`config.mk`:
```
export PLATFORM = sky130hd
export DESIGN_NAME = json_string_unescape_utf8_unit
export DESIGN_NICKNAME = d
export VERILOG_FILES = /design/src/design/jsu_pkg.sv /design/src/design/json_string_unescape_utf8_unit.sv /design/src/design/jsu_decode.sv /design/src/design/jsu_emit.sv
export SDC_FILE = /design/constraint.sdc
export NUM_CORES = 1
export LEC_CHECK = 0
export BUFFER_PORTS_ARGS = -buffer_cell sky130_fd_sc_hd__buf_2
export CORE_UTILIZATION = 40
export DETAILED_ROUTE_END_ITERATION = 7
export GPL_ROUTABILITY_DRIVEN = 0
export SLEW_MARGIN = 20
export SYNTH_ARGS = -nofsm -noshare
export SYNTH_HDL_FRONTEND = slang
export SYNTH_SLANG_ARGS = --single-unit
export TNS_END_PERCENT = 1
```
`constraint.sdc`:
```
create_clock -name clock -period 10.1 [get_ports clock]
set_input_delay 2.02 -clock clock [delete_from_list [all_inputs] [get_ports clock]]
set_output_delay 2.02 -clock clock [all_outputs]
set_load 0.01 [all_outputs]
```
`src/design/jsu_pkg.sv`:
```
// Shared types and codes of the JSON string unescaper.
// Used by the decoder, the result buffer, the top level and the checker.
package jsu_pkg;

   localparam int BYTE_W    = 8;
   localparam int KIND_W    = 2;
   localparam int ERR_W     = 3;
   localparam int MAX_RES   = 4;
   localparam int COUNT_W   = $clog2(MAX_RES + 1);
   localparam int USER_W    = KIND_W + ERR_W;

   // Result kinds.
   localparam logic [KIND_W-1:0] KIND_DATA  = 2'd0;
   localparam logic [KIND_W-1:0] KIND_END   = 2'd1;
   localparam logic [KIND_W-1:0] KIND_ERROR = 2'd2;

   // Error codes.
   localparam logic [ERR_W-1:0] ERR_NONE      = 3'd0;
   localparam logic [ERR_W-1:0] ERR_NO_CLOSE  = 3'd1;
   localparam logic [ERR_W-1:0] ERR_CONTROL   = 3'd2;
   localparam logic [ERR_W-1:0] ERR_BAD_HEX   = 3'd3;
   localparam logic [ERR_W-1:0] ERR_SURROGATE = 3'd4;
   localparam logic [ERR_W-1:0] ERR_NO_OPEN   = 3'd5;

   // All results caused by one input byte; data[0] goes out first.
   typedef struct packed {
      logic [COUNT_W-1:0]              count;
      logic [MAX_RES-1:0][BYTE_W-1:0]  data;
      logic [KIND_W-1:0]               kind;
      logic [ERR_W-1:0]                err;
   } jsu_bundle_type;

endpackage

```
`src/design/json_string_unescape_utf8_unit.sv`:
```
// JSON string unescaper: input byte register, decoder, and result buffer.
// Each byte passes from the input register through the decoder into the result buffer.
// Throughput: one input byte per cycle while the result buffer can take it; a byte that
// gives n results holds the input side until the single result port of the buffer takes its last.
// Reset (synchronous, active high) returns the decoder to idle and empties
// both the input register and the result buffer.
module json_string_unescape_utf8_unit (
   input  logic                          clock,
   input  logic                          reset,
   // Input channel.
   input  logic                          req_tvalid,
   output logic                          req_tready,
   input  logic [jsu_pkg::BYTE_W-1:0]    req_tdata,   // [7:0] in_byte
   // Result channel.
   output logic                          rsp_tvalid,
   input  logic                          rsp_tready,
   output logic [jsu_pkg::BYTE_W-1:0]    rsp_tdata,   // [7:0] out_byte
   output logic [jsu_pkg::USER_W-1:0]    rsp_tuser,   // [1:0] kind, [4:2] error_code
   output logic                          rsp_tlast    // last result of this input byte
);

   // The input register holds one byte until the result buffer can take
   // everything that byte produces. Bytes that produce no result (the opening
   // quote, a backslash, most hex digits) wait for the buffer too but leave it untouched.
   logic                          in_valid_ff, in_valid_in;
   logic [jsu_pkg::BYTE_W-1:0]    in_byte_ff, in_byte_in;
   logic                          advance;
   logic                          load_ok;
   logic                          req_take;
   jsu_pkg::jsu_bundle_type       bundle;

   assign advance    = in_valid_ff && load_ok;
   assign req_tready = !in_valid_ff || advance;
   assign req_take   = req_tvalid && req_tready;

   always_comb begin
      in_valid_in = in_valid_ff;
      in_byte_in  = in_byte_ff;
      if (req_take) begin
         in_valid_in = 1'b1;
         in_byte_in  = req_tdata;
      end else if (advance) begin
         in_valid_in = 1'b0;
      end
   end

   always_ff @(posedge clock) begin
      if (reset) begin
         in_valid_ff <= 1'b0;
      end else begin
         in_valid_ff <= in_valid_in;
      end
      in_byte_ff <= in_byte_in;
   end

   // The decoder state moves only when its byte is handed on.
   jsu_decode u_decode (
      .clock   (clock),
      .reset   (reset),
      .step    (advance),
      .byte_in (in_byte_ff),
      .bundle  (bundle)
   );

   // A bundle with no results is consumed without touching the buffer.
   jsu_emit u_emit (
      .clock      (clock),
      .reset      (reset),
      .load       (advance && bundle.count != '0),
      .bundle     (bundle),
      .load_ok    (load_ok),
      .rsp_tvalid (rsp_tvalid),
      .rsp_tready (rsp_tready),
      .rsp_tdata  (rsp_tdata),
      .rsp_tuser  (rsp_tuser),
      .rsp_tlast  (rsp_tlast)
   );

endmodule

```
`src/design/jsu_decode.sv`:
```
// Decoder state machine: escape, hex and surrogate tracking, UTF-8 encoding.
// Depends on jsu_pkg for the result bundle type and codes.
module jsu_decode (
   input  logic                        clock,
   input  logic                        reset,
   input  logic                        step,
   input  logic [jsu_pkg::BYTE_W-1:0]  byte_in,
   output jsu_pkg::jsu_bundle_type     bundle
);

   typedef enum logic [2:0] {
      M_IDLE    = 3'd0,
      M_STR     = 3'd1,
      M_ESC     = 3'd2,
      M_HEX     = 3'd3,
      M_WANT_BS = 3'd4,
      M_WANT_U  = 3'd5
   } mode_type;

   localparam logic [7:0] CH_NUL   = 8'h00;
   localparam logic [7:0] CH_QUOTE = 8'h22;
   localparam logic [7:0] CH_BSL   = 8'h5c;
   localparam logic [7:0] CH_SLASH = 8'h2f;
   localparam logic [7:0] CH_B     = 8'h62;
   localparam logic [7:0] CH_T     = 8'h74;
   localparam logic [7:0] CH_F     = 8'h66;
   localparam logic [7:0] CH_N     = 8'h6e;
   localparam logic [7:0] CH_R     = 8'h72;
   localparam logic [7:0] CH_U     = 8'h75;

   mode_type    mode_ff, mode_in;
   logic [1:0]  hex_count_ff, hex_count_in;
   logic [11:0] code_unit_ff, code_unit_in;
   logic        high_pending_ff, high_pending_in;
   logic [9:0]  high_bits_ff, high_bits_in;

   logic        hex_ok;
   logic [3:0]  hex_val;
   logic [15:0] unit;
   logic [10:0] plane;

   always_comb begin
      hex_ok  = 1'b1;
      hex_val = 4'd0;
      if (byte_in inside {[8'h30:8'h39]}) begin
         hex_val = byte_in[3:0];
      end else if (byte_in inside {[8'h61:8'h66], [8'h41:8'h46]}) begin
         hex_val = byte_in[3:0] + 4'd9;
      end else begin
         hex_ok = 1'b0;
      end
   end

   assign unit  = {code_unit_ff, hex_val};
   assign plane = {1'b0, high_bits_ff} + 11'h040;

   always_comb begin
      mode_in         = mode_ff;
      hex_count_in    = hex_count_ff;
      code_unit_in    = code_unit_ff;
      high_pending_in = high_pending_ff;
      high_bits_in    = high_bits_ff;
      bundle          = '0;
      bundle.kind     = jsu_pkg::KIND_DATA;
      bundle.err      = jsu_pkg::ERR_NONE;

      case (mode_ff)
         M_STR: begin
            if (byte_in == CH_QUOTE) begin
               mode_in      = M_IDLE;
               bundle.count = 3'd1;
               bundle.kind  = jsu_pkg::KIND_END;
            end else if (byte_in == CH_NUL) begin
               bundle.count = 3'd1;
               bundle.kind  = jsu_pkg::KIND_ERROR;
               bundle.err   = jsu_pkg::ERR_NO_CLOSE;
            end else if (byte_in == CH_BSL) begin
               mode_in = M_ESC;
            end else if (byte_in < 8'h20) begin
               bundle.count = 3'd1;
               bundle.kind  = jsu_pkg::KIND_ERROR;
               bundle.err   = jsu_pkg::ERR_CONTROL;
            end else begin
               bundle.count   = 3'd1;
               bundle.data[0] = byte_in;
            end
         end
         M_ESC: begin
            mode_in        = M_STR;
            bundle.count   = 3'd1;
            bundle.data[0] = byte_in;
            case (byte_in)
               CH_NUL: begin
                  bundle.data[0] = 8'h00;
                  bundle.kind    = jsu_pkg::KIND_ERROR;
                  bundle.err     = jsu_pkg::ERR_NO_CLOSE;
               end
               CH_QUOTE, CH_BSL, CH_SLASH: ;
               CH_B: bundle.data[0] = 8'h08;
               CH_T: bundle.data[0] = 8'h09;
               CH_F: bundle.data[0] = 8'h0c;
               CH_N: bundle.data[0] = 8'h0a;
               CH_R: bundle.data[0] = 8'h0d;
               CH_U: begin
                  mode_in      = M_HEX;
                  hex_count_in = 2'd0;
                  code_unit_in = '0;
                  bundle       = '0;
               end
               default: bundle = '0;   // unknown letters are dropped
            endcase
         end
         M_HEX: begin
            if (!hex_ok) begin
               bundle.count = 3'd1;
               bundle.kind  = jsu_pkg::KIND_ERROR;
               bundle.err   = jsu_pkg::ERR_BAD_HEX;
            end else if (hex_count_ff != 2'd3) begin
               hex_count_in = hex_count_ff + 2'd1;
               code_unit_in = unit[11:0];
            end else begin
               hex_count_in = 2'd0;
               code_unit_in = '0;
               if (high_pending_ff) begin
                  if (unit[15:10] != 6'b110111) begin
                     bundle.count = 3'd1;
                     bundle.kind  = jsu_pkg::KIND_ERROR;
                     bundle.err   = jsu_pkg::ERR_SURROGATE;
                  end else begin
                     // Surrogate pair: code point {plane, low bits} is above 0xffff.
                     mode_in         = M_STR;
                     high_pending_in = 1'b0;
                     high_bits_in    = '0;
                     bundle.count    = 3'd4;
                     bundle.data[0]  = {5'b11110, plane[10:8]};
                     bundle.data[1]  = {2'b10, plane[7:2]};
                     bundle.data[2]  = {2'b10, plane[1:0], unit[9:6]};
                     bundle.data[3]  = {2'b10, unit[5:0]};
                  end
               end else if (unit[15:10] == 6'b110110) begin
                  mode_in         = M_WANT_BS;
                  high_pending_in = 1'b1;
                  high_bits_in    = unit[9:0];
               end else begin
                  mode_in = M_STR;
                  if (unit < 16'h0080) begin
                     bundle.count   = 3'd1;
                     bundle.data[0] = unit[7:0];
                  end else if (unit < 16'h0800) begin
                     bundle.count   = 3'd2;
                     bundle.data[0] = {3'b110, unit[10:6]};
                     bundle.data[1] = {2'b10, unit[5:0]};
                  end else begin
                     bundle.count   = 3'd3;
                     bundle.data[0] = {4'b1110, unit[15:12]};
                     bundle.data[1] = {2'b10, unit[11:6]};
                     bundle.data[2] = {2'b10, unit[5:0]};
                  end
               end
            end
         end
         M_WANT_BS: begin
            if (byte_in == CH_BSL) begin
               mode_in = M_WANT_U;
            end else begin
               bundle.count = 3'd1;
               bundle.kind  = jsu_pkg::KIND_ERROR;
               bundle.err   = jsu_pkg::ERR_SURROGATE;
            end
         end
         M_WANT_U: begin
            if (byte_in == CH_U) begin
               mode_in      = M_HEX;
               hex_count_in = 2'd0;
               code_unit_in = '0;
            end else begin
               bundle.count = 3'd1;
               bundle.kind  = jsu_pkg::KIND_ERROR;
               bundle.err   = jsu_pkg::ERR_SURROGATE;
            end
         end
         default: begin
            if (byte_in == CH_QUOTE) begin
               mode_in         = M_STR;
               hex_count_in    = 2'd0;
               code_unit_in    = '0;
               high_pending_in = 1'b0;
               high_bits_in    = '0;
            end else begin
               bundle.count = 3'd1;
               bundle.kind  = jsu_pkg::KIND_ERROR;
               bundle.err   = jsu_pkg::ERR_NO_OPEN;
            end
         end
      endcase

      // Every error drops back to idle with all tracking cleared.
      if (bundle.kind == jsu_pkg::KIND_ERROR) begin
         mode_in         = M_IDLE;
         hex_count_in    = 2'd0;
         code_unit_in    = '0;
         high_pending_in = 1'b0;
         high_bits_in    = '0;
      end
   end

   always_ff @(posedge clock) begin
      if (reset) begin
         mode_ff         <= M_IDLE;
         hex_count_ff    <= 2'd0;
         code_unit_ff    <= '0;
         high_pending_ff <= 1'b0;
         high_bits_ff    <= '0;
      end else if (step) begin
         mode_ff         <= mode_in;
         hex_count_ff    <= hex_count_in;
         code_unit_ff    <= code_unit_in;
         high_pending_ff <= high_pending_in;
         high_bits_ff    <= high_bits_in;
      end
   end

endmodule

```
`src/design/jsu_emit.sv`:
```
// Result buffer: holds the results of one input byte and sends them one per cycle while rsp_tready is high.
// Depends on jsu_pkg for the result bundle type.
module jsu_emit (
   input  logic                          clock,
   input  logic                          reset,
   input  logic                          load,
   input  jsu_pkg::jsu_bundle_type       bundle,
   output logic                          load_ok,
   output logic                          rsp_tvalid,
   input  logic                          rsp_tready,
   output logic [jsu_pkg::BYTE_W-1:0]    rsp_tdata,
   output logic [jsu_pkg::USER_W-1:0]    rsp_tuser,
   output logic                          rsp_tlast
);

   logic [jsu_pkg::MAX_RES-1:0][jsu_pkg::BYTE_W-1:0] data_ff, data_in;
   logic [jsu_pkg::KIND_W-1:0]  kind_ff, kind_in;
   logic [jsu_pkg::ERR_W-1:0]   err_ff, err_in;
   logic [jsu_pkg::COUNT_W-1:0] rem_ff, rem_in;
   logic                        take;

   assign rsp_tvalid = (rem_ff != '0);
   assign take       = rsp_tvalid && rsp_tready;
   assign load_ok    = !rsp_tvalid || (take && rem_ff == 3'd1);
   assign rsp_tdata  = data_ff[0];
   assign rsp_tuser  = {err_ff, kind_ff};
   assign rsp_tlast  = (rem_ff == 3'd1);

   always_comb begin
      data_in = data_ff;
      kind_in = kind_ff;
      err_in  = err_ff;
      rem_in  = rem_ff;
      if (load) begin
         data_in = bundle.data;
         kind_in = bundle.kind;
         err_in  = bundle.err;
         rem_in  = bundle.count;
      end else if (take) begin
         data_in = {8'h00, data_ff[jsu_pkg::MAX_RES-1:1]};
         rem_in  = rem_ff - 3'd1;
      end
   end

   always_ff @(posedge clock) begin
      if (reset) begin
         rem_ff <= '0;
      end else begin
         rem_ff <= rem_in;
      end
      data_ff <= data_in;
      kind_ff <= kind_in;
      err_ff  <= err_in;
   end

endmodule

```
==> impl_metrics.tcl <==
set metrics [dict create \
    final_nets 535 \
    synthCells 511 \
    cts_setup_buffers 0 \
    avgSynthCellArea_um2 8.93 \
    finalSetupViolCount 0 \
    drt_drc_violations_left 0 \
    maxCapViolCount 0 \
    die_y_um 109 \
    period_share_pct 45.7 \
    arrival_ns 2.59 \
    yosys.area.top_type "edfxtp_1" \
    dp_hpwl_mm 8.89 \
    synth.top_cell.area_share_pct 27.6 \
    clock_path_buffers 2 \
    rows 38 \
    p_per_area_mw_per_mm2 214 \
    busiest_layer "met2" \
    r2r_slack_ns 6.51 \
    finalHoldViolCount 0 \
    dr.pass1.iters 5 \
    hold_buffers 0 \
    power_switching_mw 0.345 \
    grt_use_total_pct 22.0 \
    first_iter_violations 397 \
    n_fill_cell 1060 \
    synth_edf_count 42 \
    synth_top_flop_cell "edfxtp_1" \
    min_period_ns 4.61 \
    tritoncts "done" \
    synth_most_common_cell "nand2_1" \
    tns_ns 0 \
    rsz0062_at_grt "false" \
    hp-start "u_decode.high_bits_ff[0]$_SDFFE_PP0P_" \
    synth_fp_nets 534 \
    hold_path.class "register to register" \
    globalRouteMet2Util_pct 33.0 \
    clock_sinks 74 \
    reg2reg_depth 7 \
    clkTransAtPathRegs_ns 0.06 \
    clock_latency_ns 0.35 \
    instances_no_fill 657 \
    syn2layout_area_growth_pct 10.7 \
    fmax_mhz 217 \
    core_mm2 0.0110 \
    detail-route-antenna-nets 0 \
    place_ws_ns 5.48 \
    status "completed" \
    first_global_vias 3627 \
    p_leak_nw 1.86 \
    synth_cell_type_count 71 \
    slew_headroom_pct 38.1 \
    start_util_pct 41.5 \
    ir_worst_vdd_uv 139 \
    min_delay_path_depth 2 \
    tightest_slew_ns 0.927 \
    p_comb_share_pct 24.2 \
    via_count 4005 \
    syn_area_mm2 0.00456 \
    multiInputGateArea_mm2 0.00240 \
    use_met1_pct 30.9 \
    seqPwrFrac_pct 42.2 \
    drive_above_1_share_pct 15.7 \
    yosys_register_bits 74 \
    viasPerCell 6.10 \
    ys_warn_count 0 \
    root_buffer "clkbuf_16" \
    p_sw_share_pct 31.9 \
    stdcell_area_mm2 0.00505 \
    grt_pass1_wl_mm 19.6 \
    wl_per_cell_um 19.0 \
    io_buffers 27 \
    required_ns 8.08 \
    grt_max_degree 45 \
    crit_path_max_fanout 4 \
    ctsResizeCount 0 \
    r2r-start "in_byte_ff[3]$_DFFE_PP_" \
    start_kind "input port" \
    final.setup.worst_slack_ns 5.49 \
    synth_common_cells "65 x nand2_1, 42 x edfxtp_1, 37 x nor2_1, 32 x dfxtp_1, 28 x o21ai_0" \
    r2r-end "u_emit.data_ff[24]$_SDFFCE_PP0P_" \
    drv_slew 0 \
    end_kind "output pin" \
    crit_type "input port to output pin" \
    regArea_mm2 0.00190 \
    overflow 0 \
    antenna_found_initial 0 \
    antenna_cells 0 \
    pwr-share-clk_pct 33.6 \
    placed_area_mm2 0.00470 \
    use_met3_pct 4.72 \
    async_reset_ff_share_pct 0 \
    die_area_mm2 0.0118 \
    finalWirelength_mm 12.5 \
    numCtsBuffers 9 \
    synth_area_leaders "edfxtp_1 28%, dfxtp_1 14%, nand2_1 5.3%, a31o_2 3.3%, o21ai_0 3.1%" \
    hold_end "u_decode.high_bits_ff[0]$_SDFFE_PP0P_" \
    boundaryPins 28 \
    h-tree-depth 3 \
    yosysSeqAreaShare_pct 41.7 \
    clock_skew_ns 0.00846 \
    power.internal_mw 0.736 \
    whs_ns 0.460 \
    die_w_um 109 \
    dpl.cell_count 640 \
]
[worst max-delay path, cell delays in order]
cell     delay [ns]
buf_2          0.10
a21oi_1        0.06
o21ai_0        0.23
buf_2          0.18
[state kept, by name, indices dropped and copies added, names as in the netlist, 2 cells and up]
signal,flops
u_decode.mode_ff,3
u_emit.rsp_tdata,8
u_emit.err_ff,3
u_decode.code_unit_ff,12
u_emit.rem_ff,3
u_emit.kind_ff,2
in_byte_ff,8
u_decode.high_bits_ff,10
u_emit.data_ff,21
u_decode.hex_count_ff,2
[per-layer routing]
metal / up-vias / part of all wire (%)
met1: 1921 / 47
li1: 1920 / -
met3: 18 / 7.0
met4: 0 / 1.8
met2: 146 / 44
met5: - / 0
[metrics by stage]
stage	util, %	power (mW)
2_1_floorplan	-	0.663
3_3_place_gp	42.8	0.714
3_5_place_dp	42.8	0.720
4_1_cts	45.8	1.08
5_1_grt	46.0	1.14
6_report	46.0	1.08
[power groups by stage]
stage,clock (mW),combinational (mW),sequential (mW)
after detailed placement,0,0.256,0.464
after floorplan,0,0.213,0.450
after global routing,0.380,0.294,0.465
after global placement,0,0.251,0.463
after CTS,0.368,0.257,0.458
final,0.363,0.261,0.456
[cell families (layout without fill, tap and decap cells)]
kind of cell,Yosys count,after routing,share of synthesized area [%]
XOR/XNOR,5,5,0.960
adder cells (fa/ha/maj),11,11,3.02
AO/OA/AOI/OAI,143,143,22.5
multiplexers,6,6,1.40
flip-flops,74,74,41.7
buffers and inverters,60,66,5.84
AND/OR/NAND/NOR,212,212,24.6
[worst max path at each step]
stage / start / to / slack (ns) / cells after the start
finish: rsp_tready / req_tready / 5.49 / 4
global route: rsp_tready / req_tready / 5.42 / 4
CTS: rsp_tready / req_tready / 5.48 / 4
detailed placement: rsp_tready / req_tready / 5.48 / 4
global placement: rsp_tready / req_tready / 5.50 / 4
floorplan: rsp_tready / req_tready / 5.66 / 2
[cells in the final DEF, fill, tap and decap left out, types with 9 or more instances in the layout]
cell       instances
dfxtp_1           32
buf_2             27
nand2_1           64
a22oi_1           10
nand3_1           21
and3_1            13
inv_1             20
a21oi_1           20
edfxtp_1          42
nor2_1            37
o21ai_0           27
ha_1              11
a31o_2            17
clkbuf_16          9
nor3_1            13
o31ai_1           15
[layout make-up]
type,instances,area share (%)
clock inverters,7,2.16
inverters,20,1.49
well taps,140,3.47
clock buffers,9,4.46
repair buffers,30,3.12
flip-flops and latches,74,37.7
multi-input cells,377,47.6
Note: power is estimated with default switching activity, not from simulation.
